==> config.mk <==
export PLATFORM = sky130hd
export DESIGN_NAME = dominance_relaxation_cache_top
export DESIGN_NICKNAME = d
export VERILOG_FILES = /design/src/hdl/drc_pkg.sv /design/src/hdl/drc_ctrl.sv /design/src/hdl/drc_datapath.sv /design/src/hdl/dominance_relaxation_cache_top.sv
export SDC_FILE = /design/constraint.sdc
export NUM_CORES = 2
export LEC_CHECK = 0
export BUFFER_PORTS_ARGS = -buffer_cell sky130_fd_sc_hd__buf_2
export CORE_ASPECT_RATIO = 0.75
export CORE_MARGIN = 2
export CORE_UTILIZATION = 43
export DETAILED_ROUTE_END_ITERATION = 12
export PLACE_DENSITY = 0.57
export SETUP_SLACK_MARGIN = 0.5
export SLEW_MARGIN = 40
export SYNTH_ARGS = -nofsm -noshare
export SYNTH_HDL_FRONTEND = slang
export SYNTH_MEMORY_MAX_BITS = 65536
export SYNTH_SLANG_ARGS = --single-unit
export TNS_END_PERCENT = 100
==> constraint.sdc <==
create_clock -name i_clk -period 27.2 [get_ports i_clk]
set_clock_uncertainty 0.05 [all_clocks]
set_input_delay 0 -clock i_clk [delete_from_list [all_inputs] [get_ports i_clk]]
set_output_delay 0 -clock i_clk [all_outputs]
set_load 0.01 [all_outputs]
==> src/hdl/drc_pkg.sv <==
`default_nettype none

package drc_pkg;

    // Default sizes of the table and of the stored numbers.
    localparam int DEF_MAX_ENTRIES    = 16;
    localparam int DEF_MAX_OBJECTIVES = 4;
    localparam int DEF_VALUE_WIDTH    = 32;

    // Fixed shape of the stream fields.
    localparam int FIELD_W     = 32;
    localparam int PORT_OBJ    = 4;
    localparam int IDX_W       = 4;
    localparam int OBJ_CNT_W   = 3;
    localparam int CFG_DATA_W  = 3;
    localparam int CFG_INDEX_W = 1;

    localparam logic [CFG_INDEX_W-1:0] CFG_SENSE      = 1'd0;
    localparam logic [CFG_INDEX_W-1:0] CFG_OBJECTIVES = 1'd1;

    localparam logic [OBJ_CNT_W-1:0] OBJ_RESET = 3'd4;

    localparam logic ACT_INSERT = 1'b0;
    localparam logic ACT_LOOKUP = 1'b1;

    typedef enum logic [1:0] {
        ST_INSERTED = 2'd0,
        ST_FULL     = 2'd1,
        ST_HIT      = 2'd2,
        ST_MISS     = 2'd3
    } t_status;

    typedef enum logic [1:0] {
        S_IDLE,
        S_SCAN,
        S_DONE
    } t_state;

    // Commands from the controller to the datapath.
    typedef struct packed {
        logic wr_en;
        logic rd_en;
        logic cap_query;
        logic set_ins;
        logic set_full;
        logic set_hit;
        logic set_miss;
        logic load_out;
    } t_cmd;

    // Status from the datapath to the controller.
    typedef struct packed {
        logic match;
    } t_dp_sts;

endpackage

`default_nettype wire

==> src/hdl/drc_ctrl.sv <==
`default_nettype none

module drc_ctrl #(
    parameter int MAX_ENTRIES = drc_pkg::DEF_MAX_ENTRIES,
    localparam int AW = $clog2(MAX_ENTRIES)
) (
    input  wire logic             i_clk,
    input  wire logic             i_rst_n,
    input  wire logic             i_in_valid,
    input  wire logic             i_action,
    output logic                  o_in_ready,
    output logic                  o_out_valid,
    input  wire logic             i_out_ready,
    input  drc_pkg::t_dp_sts      i_sts,
    output drc_pkg::t_cmd         o_cmd,
    output logic [AW-1:0]         o_addr,
    output logic [AW-1:0]         o_res_idx
);
    import drc_pkg::*;

    localparam int CW = $clog2(MAX_ENTRIES + 1);

    t_state        r_state, n_state;
    logic [CW-1:0] r_count, n_count;
    logic [CW-1:0] r_addr, n_addr;
    logic [AW-1:0] r_cmp_idx, n_cmp_idx;
    logic          r_pend, n_pend;
    logic          r_out_valid, n_out_valid;
    logic          accept, full, more, out_free, hit;
    t_cmd          cmd;

    assign full       = (r_count == CW'(MAX_ENTRIES));
    assign more       = (r_addr < r_count);
    assign out_free   = !r_out_valid || i_out_ready;
    assign accept     = i_in_valid && (r_state == S_IDLE);
    assign hit        = r_pend && i_sts.match;
    assign o_in_ready = (r_state == S_IDLE);
    assign o_out_valid = r_out_valid;
    assign o_cmd      = cmd;

    always_ff @(posedge i_clk) begin
        if (!i_rst_n) begin
            r_state     <= S_IDLE;
            r_count     <= '0;
            r_addr      <= '0;
            r_pend      <= 1'b0;
            r_out_valid <= 1'b0;
        end else begin
            r_state     <= n_state;
            r_count     <= n_count;
            r_addr      <= n_addr;
            r_pend      <= n_pend;
            r_out_valid <= n_out_valid;
        end
    end

    always_ff @(posedge i_clk) begin
        r_cmp_idx <= n_cmp_idx;
    end

    always_comb begin
        n_state   = r_state;
        n_count   = r_count;
        n_addr    = r_addr;
        n_pend    = r_pend;
        n_cmp_idx = r_cmp_idx;
        cmd       = '0;
        o_addr    = r_count[AW-1:0];
        o_res_idx = r_count[AW-1:0];
        unique case (r_state)
            S_IDLE: begin
                if (accept) begin
                    if (i_action == ACT_INSERT) begin
                        if (full) begin
                            cmd.set_full = 1'b1;
                        end else begin
                            cmd.wr_en   = 1'b1;
                            cmd.set_ins = 1'b1;
                            n_count     = r_count + CW'(1);
                        end
                        n_state = S_DONE;
                    end else begin
                        cmd.cap_query = 1'b1;
                        n_addr        = '0;
                        n_pend        = 1'b0;
                        n_state       = S_SCAN;
                    end
                end
            end
            S_SCAN: begin
                o_addr    = r_addr[AW-1:0];
                o_res_idx = r_cmp_idx;
                if (hit) begin
                    cmd.set_hit = 1'b1;
                    n_pend      = 1'b0;
                    n_state     = S_DONE;
                end else if (more) begin
                    cmd.rd_en = 1'b1;
                    n_cmp_idx = r_addr[AW-1:0];
                    n_addr    = r_addr + CW'(1);
                    n_pend    = 1'b1;
                end else begin
                    cmd.set_miss = 1'b1;
                    n_pend       = 1'b0;
                    n_state      = S_DONE;
                end
            end
            S_DONE: begin
                if (out_free) begin
                    cmd.load_out = 1'b1;
                    n_state      = S_IDLE;
                end
            end
            default: begin
                n_state = S_IDLE;
            end
        endcase

        if (cmd.load_out) begin
            n_out_valid = 1'b1;
        end else if (i_out_ready) begin
            n_out_valid = 1'b0;
        end else begin
            n_out_valid = r_out_valid;
        end
    end

    a_no_write_when_full: assert property (@(posedge i_clk) disable iff (!i_rst_n)
        cmd.wr_en |-> !full)
        else $error("Table write issued while the table is full.");

    a_count_in_range: assert property (@(posedge i_clk) disable iff (!i_rst_n)
        r_count <= CW'(MAX_ENTRIES))
        else $error("Entry count exceeds the table depth.");

    a_read_below_count: assert property (@(posedge i_clk) disable iff (!i_rst_n)
        cmd.rd_en |-> (r_addr < r_count))
        else $error("Scan read beyond the filled part of the table.");

    a_count_grows_on_write: assert property (@(posedge i_clk) disable iff (!i_rst_n)
        cmd.wr_en |=> (r_count == $past(r_count) + CW'(1)))
        else $error("Entry count did not advance after a table write.");

endmodule

`default_nettype wire

==> src/hdl/drc_datapath.sv <==
`default_nettype none

module drc_datapath #(
    parameter int MAX_ENTRIES    = drc_pkg::DEF_MAX_ENTRIES,
    parameter int MAX_OBJECTIVES = drc_pkg::DEF_MAX_OBJECTIVES,
    parameter int VALUE_WIDTH    = drc_pkg::DEF_VALUE_WIDTH,
    localparam int AW = $clog2(MAX_ENTRIES)
) (
    input  wire logic                                        i_clk,
    input  wire logic                                        i_rst_n,
    input  wire logic                                        i_cfg_we,
    input  wire logic [drc_pkg::CFG_INDEX_W-1:0]             i_cfg_index,
    input  wire logic [drc_pkg::CFG_DATA_W-1:0]              i_cfg_data,
    input  drc_pkg::t_cmd                                    i_cmd,
    output drc_pkg::t_dp_sts                                 o_sts,
    input  wire logic [AW-1:0]                               i_addr,
    input  wire logic [AW-1:0]                               i_res_idx,
    input  wire logic [drc_pkg::PORT_OBJ-1:0][drc_pkg::FIELD_W-1:0] i_bound,
    input  wire logic [drc_pkg::PORT_OBJ-1:0][drc_pkg::FIELD_W-1:0] i_value,
    input  wire logic                                        i_no_solution,
    output drc_pkg::t_status                                 o_status,
    output logic [drc_pkg::IDX_W-1:0]                        o_entry_index,
    output logic                                             o_hit_infeasible,
    output logic [drc_pkg::PORT_OBJ-1:0][drc_pkg::FIELD_W-1:0] o_value
);
    import drc_pkg::*;

    localparam int MO = MAX_OBJECTIVES;
    localparam int VW = VALUE_WIDTH;

    typedef struct packed {
        logic                  inf;
        logic [MO-1:0][VW-1:0] val;
        logic [MO-1:0][VW-1:0] bnd;
    } t_row;

    function automatic logic [VW-1:0] to_store(input logic [FIELD_W-1:0] f);
        logic signed [FIELD_W-1:0] sf;
        logic [63:0]               ext;
        sf  = f;
        ext = 64'(sf);
        return ext[VW-1:0];
    endfunction

    function automatic logic [FIELD_W-1:0] to_field(input logic [VW-1:0] v);
        logic signed [VW-1:0] sv;
        logic [63:0]          ext;
        sv  = v;
        ext = 64'(sv);
        return ext[FIELD_W-1:0];
    endfunction

    function automatic logic [IDX_W-1:0] to_idx(input logic [AW-1:0] a);
        logic [AW+IDX_W-1:0] ext;
        ext = (AW + IDX_W)'(a);
        return ext[IDX_W-1:0];
    endfunction

    t_row                  r_mem [MAX_ENTRIES];
    t_row                  r_rd_row;
    t_row                  wr_row;
    logic [MO-1:0][VW-1:0] r_query;
    logic                  r_sense;
    logic [OBJ_CNT_W-1:0]  r_obj;
    logic [OBJ_CNT_W-1:0]  n_act;
    logic [MO-1:0]         lane_use, bnd_ok, val_ok;
    logic                  match;
    logic [PORT_OBJ-1:0][FIELD_W-1:0] hit_val;

    t_status                          r_res_status;
    logic [IDX_W-1:0]                 r_res_idx;
    logic                             r_res_inf;
    logic [PORT_OBJ-1:0][FIELD_W-1:0] r_res_val;
    t_status                          r_out_status;
    logic [IDX_W-1:0]                 r_out_idx;
    logic                             r_out_inf;
    logic [PORT_OBJ-1:0][FIELD_W-1:0] r_out_val;

    always_ff @(posedge i_clk) begin
        if (!i_rst_n) begin
            r_sense <= 1'b0;
            r_obj   <= OBJ_RESET;
        end else if (i_cfg_we) begin
            unique case (i_cfg_index)
                CFG_SENSE:      r_sense <= i_cfg_data[0];
                CFG_OBJECTIVES: r_obj   <= i_cfg_data;
            endcase
        end
    end

    // A count above the lane count acts as the lane count.
    assign n_act = (r_obj > OBJ_CNT_W'(MO)) ? OBJ_CNT_W'(MO) : r_obj;

    always_comb begin
        wr_row.inf = i_no_solution;
        match      = 1'b1;
        hit_val    = '0;
        for (int i = 0; i < MO; i++) begin
            lane_use[i]   = OBJ_CNT_W'(i) < n_act;
            wr_row.bnd[i] = lane_use[i] ? to_store(i_bound[i]) : '0;
            wr_row.val[i] = (lane_use[i] && !i_no_solution) ? to_store(i_value[i]) : '0;
            if (r_sense) begin
                bnd_ok[i] = $signed(r_rd_row.bnd[i]) <= $signed(r_query[i]);
                val_ok[i] = $signed(r_rd_row.val[i]) >= $signed(r_query[i]);
            end else begin
                bnd_ok[i] = $signed(r_rd_row.bnd[i]) >= $signed(r_query[i]);
                val_ok[i] = $signed(r_rd_row.val[i]) <= $signed(r_query[i]);
            end
            if (lane_use[i] && !(bnd_ok[i] && (r_rd_row.inf || val_ok[i]))) begin
                match = 1'b0;
            end
            if (lane_use[i] && !r_rd_row.inf) begin
                hit_val[i] = to_field(r_rd_row.val[i]);
            end
        end
    end

    assign o_sts.match = match;

    always_ff @(posedge i_clk) begin
        if (i_cmd.wr_en) begin
            r_mem[i_addr] <= wr_row;
        end
        if (i_cmd.rd_en) begin
            r_rd_row <= r_mem[i_addr];
        end
    end

    always_ff @(posedge i_clk) begin
        if (i_cmd.cap_query) begin
            for (int i = 0; i < MO; i++) begin
                r_query[i] <= to_store(i_bound[i]);
            end
        end
        if (i_cmd.set_ins) begin
            r_res_status <= ST_INSERTED;
            r_res_idx    <= to_idx(i_res_idx);
            r_res_inf    <= 1'b0;
            r_res_val    <= '0;
        end
        if (i_cmd.set_full) begin
            r_res_status <= ST_FULL;
            r_res_idx    <= '0;
            r_res_inf    <= 1'b0;
            r_res_val    <= '0;
        end
        if (i_cmd.set_hit) begin
            r_res_status <= ST_HIT;
            r_res_idx    <= to_idx(i_res_idx);
            r_res_inf    <= r_rd_row.inf;
            r_res_val    <= hit_val;
        end
        if (i_cmd.set_miss) begin
            r_res_status <= ST_MISS;
            r_res_idx    <= '0;
            r_res_inf    <= 1'b0;
            r_res_val    <= '0;
        end
        if (i_cmd.load_out) begin
            r_out_status <= r_res_status;
            r_out_idx    <= r_res_idx;
            r_out_inf    <= r_res_inf;
            r_out_val    <= r_res_val;
        end
    end

    assign o_status         = r_out_status;
    assign o_entry_index    = r_out_idx;
    assign o_hit_infeasible = r_out_inf;
    assign o_value          = r_out_val;

    a_one_result_source: assert property (@(posedge i_clk) disable iff (!i_rst_n)
        $onehot0({i_cmd.set_ins, i_cmd.set_full, i_cmd.set_hit, i_cmd.set_miss}))
        else $error("More than one result source selected in one cycle.");

    a_infeasible_hit_zero: assert property (@(posedge i_clk) disable iff (!i_rst_n)
        i_cmd.set_hit |=> (!r_res_inf || (r_res_val == '0)))
        else $error("Infeasible hit carries nonzero values.");

    a_load_copies_status: assert property (@(posedge i_clk) disable iff (!i_rst_n)
        i_cmd.load_out |=> (r_out_status == $past(r_res_status)))
        else $error("Output status does not match the staged result.");

endmodule

`default_nettype wire

==> src/hdl/dominance_relaxation_cache_top.sv <==
// Dominance relaxation cache: a table of solved subproblems with insert and lookup.
// Input stream (s_axis): one transaction per request. tuser[0] selects insert (0) or
// lookup (1); tdata carries four bounds, four solution values and the infeasible flag.
// Output stream (m_axis): exactly one transaction per request, in request order.
// tuser carries the status (inserted, full, hit, miss); tdata carries the entry index,
// the infeasible mark of a hit and the four values of a feasible hit.
// Configuration: a plain write port, register 0 selects maximize sense and register 1
// the number of objectives in use; write it only while no request is in flight.
// An accepted insert sets o_m_tvalid once its result is loaded into the output register.
// A lookup reads the table one entry per cycle through the registered memory port, so over
// a table holding N entries a miss shows once all N are read, and a hit once entry k matches.
// The block takes one request at a time: the next request is taken only after the
// result of the last one is loaded into the output register.
// Reset clears the entry count and the configuration (minimize sense, four
// objectives); table contents are not cleared and only filled entries are ever read.
// When the receiver stalls, the result holds in the output register; the next request
// is still accepted and computed, and waits until that register is free.

`default_nettype none

module dominance_relaxation_cache_top #(
    parameter int MAX_ENTRIES    = drc_pkg::DEF_MAX_ENTRIES,
    parameter int MAX_OBJECTIVES = drc_pkg::DEF_MAX_OBJECTIVES,
    parameter int VALUE_WIDTH    = drc_pkg::DEF_VALUE_WIDTH
) (
    input  wire logic                               i_clk,
    input  wire logic                               i_rst_n,
    input  wire logic                               i_cfg_we,
    input  wire logic [drc_pkg::CFG_INDEX_W-1:0]    i_cfg_index,
    input  wire logic [drc_pkg::CFG_DATA_W-1:0]     i_cfg_data,
    input  wire logic                               i_s_tvalid,
    output logic                                    o_s_tready,
    // tdata fields from bit 0 up: bound_0, bound_1, bound_2, bound_3,
    // value_0, value_1, value_2, value_3, no_solution, zero pad.
    input  wire logic [263:0]                       i_s_tdata,
    // tuser fields: action.
    input  wire logic [0:0]                         i_s_tuser,
    output logic                                    o_m_tvalid,
    input  wire logic                               i_m_tready,
    // tdata fields from bit 0 up: entry_index, hit_infeasible,
    // out_value_0, out_value_1, out_value_2, out_value_3, zero pad.
    output logic [135:0]                            o_m_tdata,
    // tuser fields: status.
    output logic [1:0]                              o_m_tuser
);
    import drc_pkg::*;

    localparam int AW = $clog2(MAX_ENTRIES);

    t_cmd                             cmd;
    t_dp_sts                          sts;
    logic [AW-1:0]                    addr, res_idx;
    logic [PORT_OBJ-1:0][FIELD_W-1:0] in_bound, in_value, out_value;
    t_status                          out_status;
    logic [IDX_W-1:0]                 out_idx;
    logic                             out_inf;

    // Unpack the request: lane 0 sits in the lowest bits of each group.
    assign in_bound = i_s_tdata[127:0];
    assign in_value = i_s_tdata[255:128];

    drc_ctrl #(
        .MAX_ENTRIES (MAX_ENTRIES)
    ) u_ctrl (
        .i_clk       (i_clk),
        .i_rst_n     (i_rst_n),
        .i_in_valid  (i_s_tvalid),
        .i_action    (i_s_tuser[0]),
        .o_in_ready  (o_s_tready),
        .o_out_valid (o_m_tvalid),
        .i_out_ready (i_m_tready),
        .i_sts       (sts),
        .o_cmd       (cmd),
        .o_addr      (addr),
        .o_res_idx   (res_idx)
    );

    drc_datapath #(
        .MAX_ENTRIES    (MAX_ENTRIES),
        .MAX_OBJECTIVES (MAX_OBJECTIVES),
        .VALUE_WIDTH    (VALUE_WIDTH)
    ) u_datapath (
        .i_clk            (i_clk),
        .i_rst_n          (i_rst_n),
        .i_cfg_we         (i_cfg_we),
        .i_cfg_index      (i_cfg_index),
        .i_cfg_data       (i_cfg_data),
        .i_cmd            (cmd),
        .o_sts            (sts),
        .i_addr           (addr),
        .i_res_idx        (res_idx),
        .i_bound          (in_bound),
        .i_value          (in_value),
        .i_no_solution    (i_s_tdata[256]),
        .o_status         (out_status),
        .o_entry_index    (out_idx),
        .o_hit_infeasible (out_inf),
        .o_value          (out_value)
    );

    // Pack the result: index, infeasible mark, then the four values, then padding.
    assign o_m_tdata = {3'b000, out_value, out_inf, out_idx};
    assign o_m_tuser = out_status;

endmodule

`default_nettype wire
==> flow_summary.json <==
{
  "drt_pass1_iterations": 8,
  "syn_area_sq_um": 178000,
  "worst_ep_required_time_ns": 27.84,
  "via_per_inst": 6.12,
  "place_congestion": 0.865,
  "htree_levels": 5,
  "prevailing_post_synth_register_cell": "edfxtp_1",
  "finalCritPeriodShare_pct": 24.6,
  "nets": 11800,
  "worst_path_dominant_cell_family": "buffers and inverters",
  "route.detailed.wl_per_inst_um": 31.6,
  "synth-seq-cells": 4789,
  "die_h_um": 562,
  "outcome": "finished, final reports clean",
  "critical_path.startpoint_type": "flop",
  "critical_path.startpoint": "u_ctrl.r_state[1]",
  "synth.yosys.seq_area_share_pct": 79.8,
  "antenna_found_initial": 86,
  "layout.cell_area.non_filler_sq_um": 207000,
  "hold_path.startpoint": "i_s_tdata[86]",
  "arrival_ns": 7.33,
  "class_of_the_worst_hold_path": "input pin to flop",
  "cpPeakStageDelay_ns": 0.75,
  "dpl_cell_area_sq_um": 187000,
  "post-route-min-period_ns": 6.69,
  "routed_wirelength_mm": 544,
  "timing.final.max_slew_violations": 0,
  "numPlacedInstances": 15900,
  "clkTransAtPathRegs_ns": 0.06,
  "tritoncts": "yes",
  "clkLatencyLatePin_ns": 0.99,
  "filler_instances": 33300,
  "cell_chain_of_the_critical_path": "nand2b_2, nand3_1, o31ai_4, buf_6, buf_12, buf_4, buf_4, buf_6, buf_4, a22oi_1, a21oi_1, or4_1",
  "area_growth_syn_to_layout_pct": 16.3,
  "tritoncts_num_sinks": 4789,
  "max_freq_ghz": 0.150,
  "dp_hpwl_mm": 287,
  "powerDensity_nw_per_um2": 75.5,
  "grt_remaining_overflow": 0,
  "post_route_cells_drive_above_1_share_pct": 12.7,
  "totalNegativeSetupSlack_ns": 0,
  "timing.setup.critical_path_class": "flop to flop",
  "placement.io_buffers": 403,
  "placeable_core_area_sq_um": 412000,
  "crit-reg2reg-launch": "u_ctrl.r_state[1]",
  "hold-worst-slack_ns": 0.0623,
  "fp.dieW_um": 748,
  "vias": 105000,
  "worstPathMaxFanout": 121,
  "dieArea_sq_um": 420000,
  "cpMaxStageDelayCell": "buf_4",
  "critPathCaptureType": "flop",
  "instances_no_fill": 17200,
  "total_buffers_and_inverters_traversed_by_the_critical_path": 6,
  "start_util_pct": 43.3,
  "postSynthAreaPerCell_sq_um": 17.1,
  "cts-root-buf": "clkbuf_16",
  "vias_in_the_first_global_route": 101000,
  "fp-row-count": 204,
  "post_synth_inst_count": 10500,
  "timing.slew.headroom_pct": 32.7,
  "floorplan.io_pins": 414,
  "inserted_clock_buffers": 469,
  "drc_errors": 0,
  "finalHoldViolCount": 0,
  "grt_max_degree": 151,
  "setup_viol": 0,
  "number_of_resized_instances_in_the_post_cts_repair_step": 0,
  "global_route_wire_length_before_repair_mm": 761,
  "total_leakage_power_nw": 67.3,
  "worst_slew_pin_slew_ns": 1.01,
  "cp_common_cell": "buf_4",
  "reported_max_cap_violation_count": 0,
  "synth.yosys.warnings": 0,
  "ys_async_sr_fraction_pct": 0,
  "number_of_enable_type_register_cells_in_the_synthesized_netlist": 4636,
  "unrepaired_setup_endpoints_after_global_routing": "no",
  "layout.core_utilization_pct": 50.3,
  "grt_util_all_layers_pct": 25.0,
  "cts-root-to-sink-buffers": 4,
  "vdd.ir_drop.worst_mv": 0.0626,
  "drt.antenna.violating_nets": 0,
  "yosysUniqueCellTypes": 67,
  "first_iter_violations": 14300
}
==> area by class of cell <==
| class | count | area (sq um) | area share (%) |
|---|---|---|---|
| diodes | 37 | 92.6 | 0.0446 |
| flip-flops and latches | 4789 | 142000 | 68.6 |
| inverters | 153 | 574 | 0.277 |
| clock inverters | 270 | 2710 | 1.31 |
| clock buffers | 606 | 12600 | 6.06 |
| well taps | 5459 | 6830 | 3.29 |
| repair buffers | 1046 | 8900 | 4.29 |
| multi-input cells | 4837 | 33400 | 16.1 |
==> cell families after synthesis <==
| logic type | after synthesis | share of synthesized area, % |
|---|---|---|
| AOI/OAI and AO/OA | 3477 | 12.8 |
| xor gates and xnor gates | 12 | 0.0589 |
| adders and majority gates | 263 | 1.85 |
| buffers and inverters | 831 | 1.83 |
| DFF | 4789 | 79.8 |
| muxes | 5 | 0.0288 |
| other | 1 | 0.00210 |
| and+or+nand+nor | 1077 | 3.62 |
==> worst paths after layout <==
check	endpoint	slack, ns	depth (start not counted)
min	u_datapath.r_mem[12][86]	0.06	3
max	u_datapath.r_rd_row[176]	20.51	12
min reg2reg	u_datapath.o_value[117]	0.38	0
max reg2reg	u_datapath.r_rd_row[176]	20.51	12
==> power by group <==
group	switching, W	internal, W
logic	0.000691	0.000277
clock network	0.00274	0.00371
registers	0.0000266	0.00821
total	0.00346	0.0122
==> timing repair <==
item	4_1_cts	5_1_grt
hold endpoints to repair	4424	0
setup endpoints to repair	0	0
setup buffers	0	0
hold buffers	415	0
==> per-stage QoR <==
| stage | power [W] | setup slack [ns] |
|---|---|---|
| 2_1_floorplan | 0.00890 | 13.91 |
| 3_3_place_gp | 0.00926 | 19.90 |
| 3_5_place_dp | 0.00928 | 20.44 |
| 4_1_cts | 0.0157 | 20.45 |
| 5_1_grt | 0.0161 | 20.25 |
| 6_report | 0.0157 | 20.51 |
==> synth_stat cells, drive strengths merged (2+ instances only) <==
cell / number / area share [%]
o31ai: 3 / 0.013
nand4: 60 / 0.21
nand3: 297 / 0.86
and2: 166 / 0.58
nand2b: 13 / 0.046
nand3b: 3 / 0.013
o21ai: 47 / 0.13
a21oi: 1278 / 3.6
nor3: 11 / 0.031
o221a: 2 / 0.013
nand2: 81 / 0.17
a21boi: 8 / 0.034
a2111oi: 4 / 0.020
o31a: 2 / 0.0098
mux2i: 4 / 0.022
a21o: 16 / 0.067
or4: 262 / 1.1
xnor2: 8 / 0.039
a31oi: 9 / 0.032
a31o: 2 / 0.0098
dfxtp: 153 / 1.7
o211ai: 16 / 0.067
inv: 153 / 0.32
a211o: 2 / 0.0098
a221oi: 7 / 0.034
and3: 5 / 0.018
xor2: 4 / 0.020
nor4: 12 / 0.046
and4: 5 / 0.025
nor2: 43 / 0.090
a221o: 3 / 0.017
nor2b: 112 / 0.39
clkbuf: 584 / 1.2
ha: 263 / 1.8
buf: 94 / 0.27
or3: 2 / 0.0070
nor3b: 2 / 0.0084
a2111o: 5 / 0.032
a22oi: 2056 / 8.7
a211oi: 3 / 0.013
edfxtp: 4636 / 78
o21a: 8 / 0.034
==> per-layer routing <==
metal  vias to the layer above  global-route usage [%]  wire [um]
li1                      44500                       -          -
met4                        24                    8.12      18500
met5                         -                       0        151
met3                       799                    3.95      50100
met2                      5570                    38.2     246000
met1                     54400                    36.9     229000
==> state kept, by name (all words and copies together) (netlist names), 5 cells and up <==
register and flops:
u_ctrl.r_addr 5, u_datapath.o_value 128, u_datapath.r_query 128, u_datapath.r_mem 4112
u_datapath.r_res_val 128, u_ctrl.r_count 5, u_datapath.r_rd_row 257
==> worst register-to-register path: stages (launching register included) <==
cell and delay [ns]:
dfxtp_1 0.46, nand2b_2 0.50, nand3_1 0.25, o31ai_4 0.10, buf_6 0.50, buf_12 0.70, buf_4 0.80, buf_4 0.70
buf_6 0.63, buf_4 0.78, a22oi_1 0.20, a21oi_1 0.23, or4_1 0.51
==> cell usage in the layout, fill, tap and decap left out, types with 18 or more instances in the layout <==
master / count
or4_1: 261
bufinv_16: 48
a22oi_1: 2056
buf_2: 403
edfxtp_1: 4636
diode_2: 37
a21oi_2: 18
nor2_4: 22
buf_6: 67
nand3_1: 289
nand4_1: 59
o21ai_0: 43
nor2b_2: 97
dlygate4sd3_1: 415
nand2_1: 80
clkinv_1: 89
clkbuf_16: 476
nor2_1: 20
dfxtp_1: 152
ha_1: 263
a21oi_1: 1257
buf_4: 107
inv_1: 153
clkbuf_1: 114
clkinv_2: 83
and2_1: 165
buf_12: 39
Note: power is estimated with default switching activity, not from simulation.
